==> src/sv/omac_pkg.sv <==
// shared types and constants of the offset masked alpha compositor
package omac_pkg;

	// sample and channel geometry
	localparam int CH       = 4;
	localparam int SAMPLE_W = 24;

	// stream packing of the slave side, lowest bit first
	localparam int BG_LSB     = 0;
	localparam int FG_LSB     = CH * SAMPLE_W;
	localparam int ALPHA_LSB  = 2 * CH * SAMPLE_W;
	localparam int ALPHA_W    = 17;
	localparam int MASK_LSB   = ALPHA_LSB + ALPHA_W;
	localparam int MASK_W     = 17;
	localparam int TDATA_IN_W = ((MASK_LSB + MASK_W + 7) / 8) * 8;

	// stream packing of the master side
	localparam int SIDX_W      = 24;
	localparam int TDATA_OUT_W = CH * SAMPLE_W + SIDX_W;
	localparam int TUSER_OUT_W = 2;

	// fixed-point one in Q1.15
	localparam logic [15:0] Q15_ONE = 16'd32768;
	localparam logic [12:0] MAX_DIM = 13'd4096;

	// configuration port
	localparam int CFG_IDX_W  = 3;
	localparam int CFG_DATA_W = 16;
	localparam logic [CFG_IDX_W-1:0] CFG_BG_WIDTH  = 3'd0;
	localparam logic [CFG_IDX_W-1:0] CFG_BG_HEIGHT = 3'd1;
	localparam logic [CFG_IDX_W-1:0] CFG_FG_WIDTH  = 3'd2;
	localparam logic [CFG_IDX_W-1:0] CFG_FG_HEIGHT = 3'd3;
	localparam logic [CFG_IDX_W-1:0] CFG_SHIFT_X   = 3'd4;
	localparam logic [CFG_IDX_W-1:0] CFG_SHIFT_Y   = 3'd5;
	localparam logic [CFG_IDX_W-1:0] CFG_OPACITY   = 3'd6;
	localparam logic [CFG_IDX_W-1:0] CFG_LAYOUT    = 3'd7;

	// queue between front and back
	localparam int QDEPTH = 4;
	localparam int QPTR_W = 2;
	localparam logic [QPTR_W:0] QFULL = (QPTR_W + 1)'(QDEPTH);

	// settings already clamped and split into fields
	typedef struct packed {
		logic [12:0]        bg_w;
		logic [12:0]        bg_h;
		logic [12:0]        fg_w;
		logic [12:0]        fg_h;
		logic signed [13:0] shift_x;
		logic signed [13:0] shift_y;
		logic [15:0]        op;
		logic [1:0]         bg_code;
		logic [1:0]         fg_code;
		logic [2:0]         mask_kind;
		logic               has_alpha;
	} cfg_t;

	// classified pixel handed from front to back
	typedef struct packed {
		logic [CH-1:0][SAMPLE_W-1:0] bg;
		logic [CH-1:0][SAMPLE_W-1:0] fg;
		logic [15:0]                 alpha;
		logic [15:0]                 mask;
		logic [11:0]                 src_x;
		logic [11:0]                 src_y;
		logic                        in_win;
		logic                        frame_end;
	} q_item_t;

	// finished result
	typedef struct packed {
		logic [SIDX_W-1:0]           src_index;
		logic [CH-1:0][SAMPLE_W-1:0] ch;
		logic                        blended;
		logic                        in_win;
		logic                        frame_end;
	} res_t;

endpackage

==> src/sv/omac_fifo.sv <==
// short queue of classified pixels between front and back
module omac_fifo (
	input  logic              clk,
	input  logic              arst_n,
	input  logic              push,
	input  omac_pkg::q_item_t push_item,
	output logic              full,
	input  logic              pop,
	output omac_pkg::q_item_t pop_item,
	output logic              empty
);

	omac_pkg::q_item_t             mem_q [omac_pkg::QDEPTH];
	logic [omac_pkg::QPTR_W-1:0]   wr_ptr_q;
	logic [omac_pkg::QPTR_W-1:0]   rd_ptr_q;
	logic [omac_pkg::QPTR_W:0]     count_q;

	assign full     = count_q == omac_pkg::QFULL;
	assign empty    = count_q == '0;
	assign pop_item = mem_q[rd_ptr_q];

	// entry storage
	always_ff @(posedge clk) begin
		if (push) mem_q[wr_ptr_q] <= push_item;
	end

	// pointers and fill level
	always_ff @(posedge clk or negedge arst_n) begin
		if (!arst_n) begin
			wr_ptr_q <= '0;
			rd_ptr_q <= '0;
			count_q  <= '0;
		end else begin
			if (push) wr_ptr_q <= wr_ptr_q + 1'b1;
			if (pop) rd_ptr_q <= rd_ptr_q + 1'b1;
			if (push && !pop) count_q <= count_q + 1'b1;
			else if (pop && !push) count_q <= count_q - 1'b1;
		end
	end

endmodule

==> config.mk <==
export PLATFORM = sky130hd
export DESIGN_NAME = omac_fifo
export DESIGN_NICKNAME = d
export VERILOG_FILES = /design/src/sv/omac_pkg.sv /design/src/sv/omac_fifo.sv
export SDC_FILE = /design/constraint.sdc
export NUM_CORES = 1
export LEC_CHECK = 0
export BUFFER_PORTS_ARGS = -buffer_cell sky130_fd_sc_hd__clkbuf_2
export CAP_MARGIN = 20
export CORE_AREA = 2 2 261 263
export CTS_CLUSTER_DIAMETER = 60
export DETAILED_ROUTE_END_ITERATION = 12
export DIE_AREA = 0 0 263 265
export MAX_ROUTING_LAYER = met4
export PLACE_DENSITY_LB_ADDON = 0.2
export SYNTH_ARGS = -nofsm -noshare
export SYNTH_HDL_FRONTEND = slang
export SYNTH_SLANG_ARGS = --single-unit
==> constraint.sdc <==
create_clock -name clk -period 18.33 [get_ports clk]
set_input_delay 3.666 -clock clk [delete_from_list [all_inputs] [get_ports clk]]
set_output_delay 3.666 -clock clk [all_outputs]
set_load 0.05 [all_outputs]
==> flow_summary_export.csv <==
group,metric,value,unit
status,status,"finished clean",
yosys,syn_area,36500,sq um
sta,slew_headroom,23.5,%
clock_tree,ctsLongestPathBuffers,3,
placement,gp_congestion,0.775,
placement,place_ws,10.70,ns
floorplanning,num_rows,95,
route,first_iter_violations,1418,
yosys,syn_inst,1340,
floorplanning,ios,506,
floorplanning,die_w,263,microns
yosys,avgSynthCellArea,27.2,sq um
clock_tree,insertion_delay,0.64,ns
layout,final_area,43000,sq um
route,vias,16200,
placement,dp_hpwl,44.3,mm
yosys,ys_warn_count,0,
layout,multiInputGateArea,5840,sq um
global_route,grt_max_degree,144,
clock_tree,cts_setup_buffers,0,
yosys,ys_ff_latch,1007,
route,routed_wl,72.3,mm
sta,skew,0.0196,ns
clock_tree,cts_resized,0,
power,power_density,189,nW/um^2
yosys,synth_top_area_cell,"edfxtp_1",
layout,seq_area,30200,sq um
yosys,yosys-top-cells-count,"1,000 x edfxtp_1, 250 x mux4_2, 29 x buf_2",
worst_setup_path,endpoint_kind,"output port",
worst_setup_path,start_kind,"flop",
global_route,grt_pass1_vias,17200,
sta,worst_pin_slew,1.15,ns
layout,final_nets,2169,
sta,period_needed,8.06,ns
route,antenna_left,0,
clock_tree,hold_buffers,0,
yosys,synth_edf_count,1000,
layout,synthToLayoutAreaGrowth,18.0,%
sta,fmax,124,MHz
sta,fin_ws,10.27,ns
clock_tree,cts_tree,"yes",
clock_tree,path_clk_slew,0.06,ns
power,leakage,14.7,nW
route,drc_errors,0,
yosys,ys_seq_area_share,82.9,%
global_route,grtUsageTotal,21.5,%
layout,fin_util,64.4,%
placement,port_buffers,505,
yosys,yosys.cell_count.top_type,"edfxtp_1",
floorplanning,start_util,54.6,%
floorplanning,die_area,69700,sq um
worst_setup_path,critPathArrivalTime,4.39,ns
worst_setup_path,crit_required,14.66,ns
route,first_pass_iters,5,
sta,rsz0062_at_grt,"no",
flow_run,cap_violations,0,
sta,setup_viol,0,
sta,finalCritPeriodShare,44.0,%
route,wl_per_cell,25.1,microns
global_route,grt_pass1_wl,108,mm
floorplanning,die_h,265,microns
clock_tree,cts.htree.levels,3,
yosys,syn-num-nets,1600,
global_route,grt_overflow,0,
min_path,hp-class,"reg -> reg",
route,routed_via_density,5.64,
floorplanning,coreArea,66800,sq um
clock_tree,numCtsBuffers,99,
clock_tree,cts.sinks,1007,
yosys,synth_flop_cell,"edfxtp_1",
power,vdd_drop_max,0.000119,V
clock_tree,cts_root_buffer,"clkbuf_16",
yosys,synthTopCellsByArea,"edfxtp_1 82%, mux4_2 15%, buf_6 0.65%",
sta,setup_tns,0,ns
worst_setup_path,critPathKind,"reg -> out",
layout,layout-drive-gt1-share,46.1,%
sta,hold_viol,0,
yosys,synth_cell_type_count,18,
worst_setup_path,crit_fanout,106,
worst_setup_path,rrSetupSlack,15.25,ns
yosys,synth_top_area_share,82.4,%
sta,finalMaxSlewViolations,0,
layout,n_fill_cell,4400,
placement,dpl-instance-area,39900,sq um
yosys,async_reset_ff_share,0.695,%
global_route,antenna_found_initial,22,
-- worst paths after layout --
| check | cells past startpoint | endpoint | startpoint |
|---|---|---|---|
| max | 5 | pop_item[121] | rd_ptr_q[0] |
| min | 1 | count_q[2] | count_q[2] |
| max reg2reg | 5 | mem_q[0][117] | wr_ptr_q[0] |
| min reg2reg | 1 | count_q[2] | count_q[2] |
| max in group asynchronous | 1 | rd_ptr_q[0] | arst_n |
| min in group asynchronous | 1 | wr_ptr_q[0] | arst_n |
-- layout by cell type (no fill, tap or decap) --
master     synthesis  routed
ha_1               5       5
nor3_1             1       1
fa_1               1       1
edfxtp_1        1000    1000
clkbuf_16          0      99
dfrtp_4            0       2
clkbuf_2           0     505
o21ai_0            1       1
nor3b_1            1       1
inv_1              4       4
nor2_1             1       1
clkinv_8           0       2
clkinv_2           0      23
xnor2_1            2       2
inv_16             0       2
buf_4              0      13
clkinv_1           0      23
diode_2            0      22
bufinv_16          0       7
buf_12             0       4
mux2_2             1       1
nand2_1            2       2
dfrtp_1            7       5
xor2_1             4       4
buf_16             0       2
and2_4             0       4
clkbuf_1           6      20
mux4_2           250     250
-- worst max-delay path, stage by stage, from the launching register on --
cell      delay [ns]
dfrtp_4         0.38
buf_4           0.75
buf_4           0.84
buf_12          0.58
mux4_2          0.65
clkbuf_2        0.26
-- registers in the layout, indices dropped and copies added (netlist names) --
register  flops
count_q       3
mem_q      1000
rd_ptr_q      2
wr_ptr_q      2
-- final cells by class --
class | count | area share, %
clock inverters | 57 | 1.13
clock buffers | 119 | 5.93
flip-flops and latches | 1007 | 70.2
repair buffers | 524 | 6.42
well taps | 873 | 2.54
multi-input cells | 273 | 13.6
diodes | 22 | 0.128
inverters | 4 | 0.0349
-- through the flow --
stage / cells / power [mW] / hold WS, ns
finish: 2879 / 8.13 / 0.491
global placement: 2679 / 6.30 / 0.471
CTS: 2857 / 8.23 / 0.492
floorplan: 1340 / 5.70 / 0.456
global route: 2879 / 8.43 / 0.518
detailed placement: 2681 / 6.33 / 0.481
-- layer usage --
| layer | wire length [microns] | GRT usage (%) |
|---|---|---|
| met1 | 27600 | 26.9 |
| met2 | 36800 | 33.4 |
| met3 | 5810 | 6.47 |
| met4 | 2090 | 8.42 |
| met5 | 0 | - |
-- where the power goes --
group	internal, mW	total, mW	switching, mW	leakage, nW
Sequential	3.02	3.12	0.107	9.26
Clock	1.09	1.90	0.806	1.50
Combinational	0.865	3.11	2.25	3.93
Total	4.97	8.13	3.16	14.7
-- kinds of logic after synthesis --
| kind of cell | after synthesis | synth area share [%] |
|---|---|---|
| fa+ha+maj | 6 | 0.227 |
| flops | 1007 | 82.9 |
| xor+xnor | 6 | 0.144 |
| simple gates | 9 | 0.134 |
| mux | 251 | 15.5 |
| compound gates | 1 | 0.0137 |
| buf+inv | 60 | 1.15 |
(Power assumes the default switching activity.)
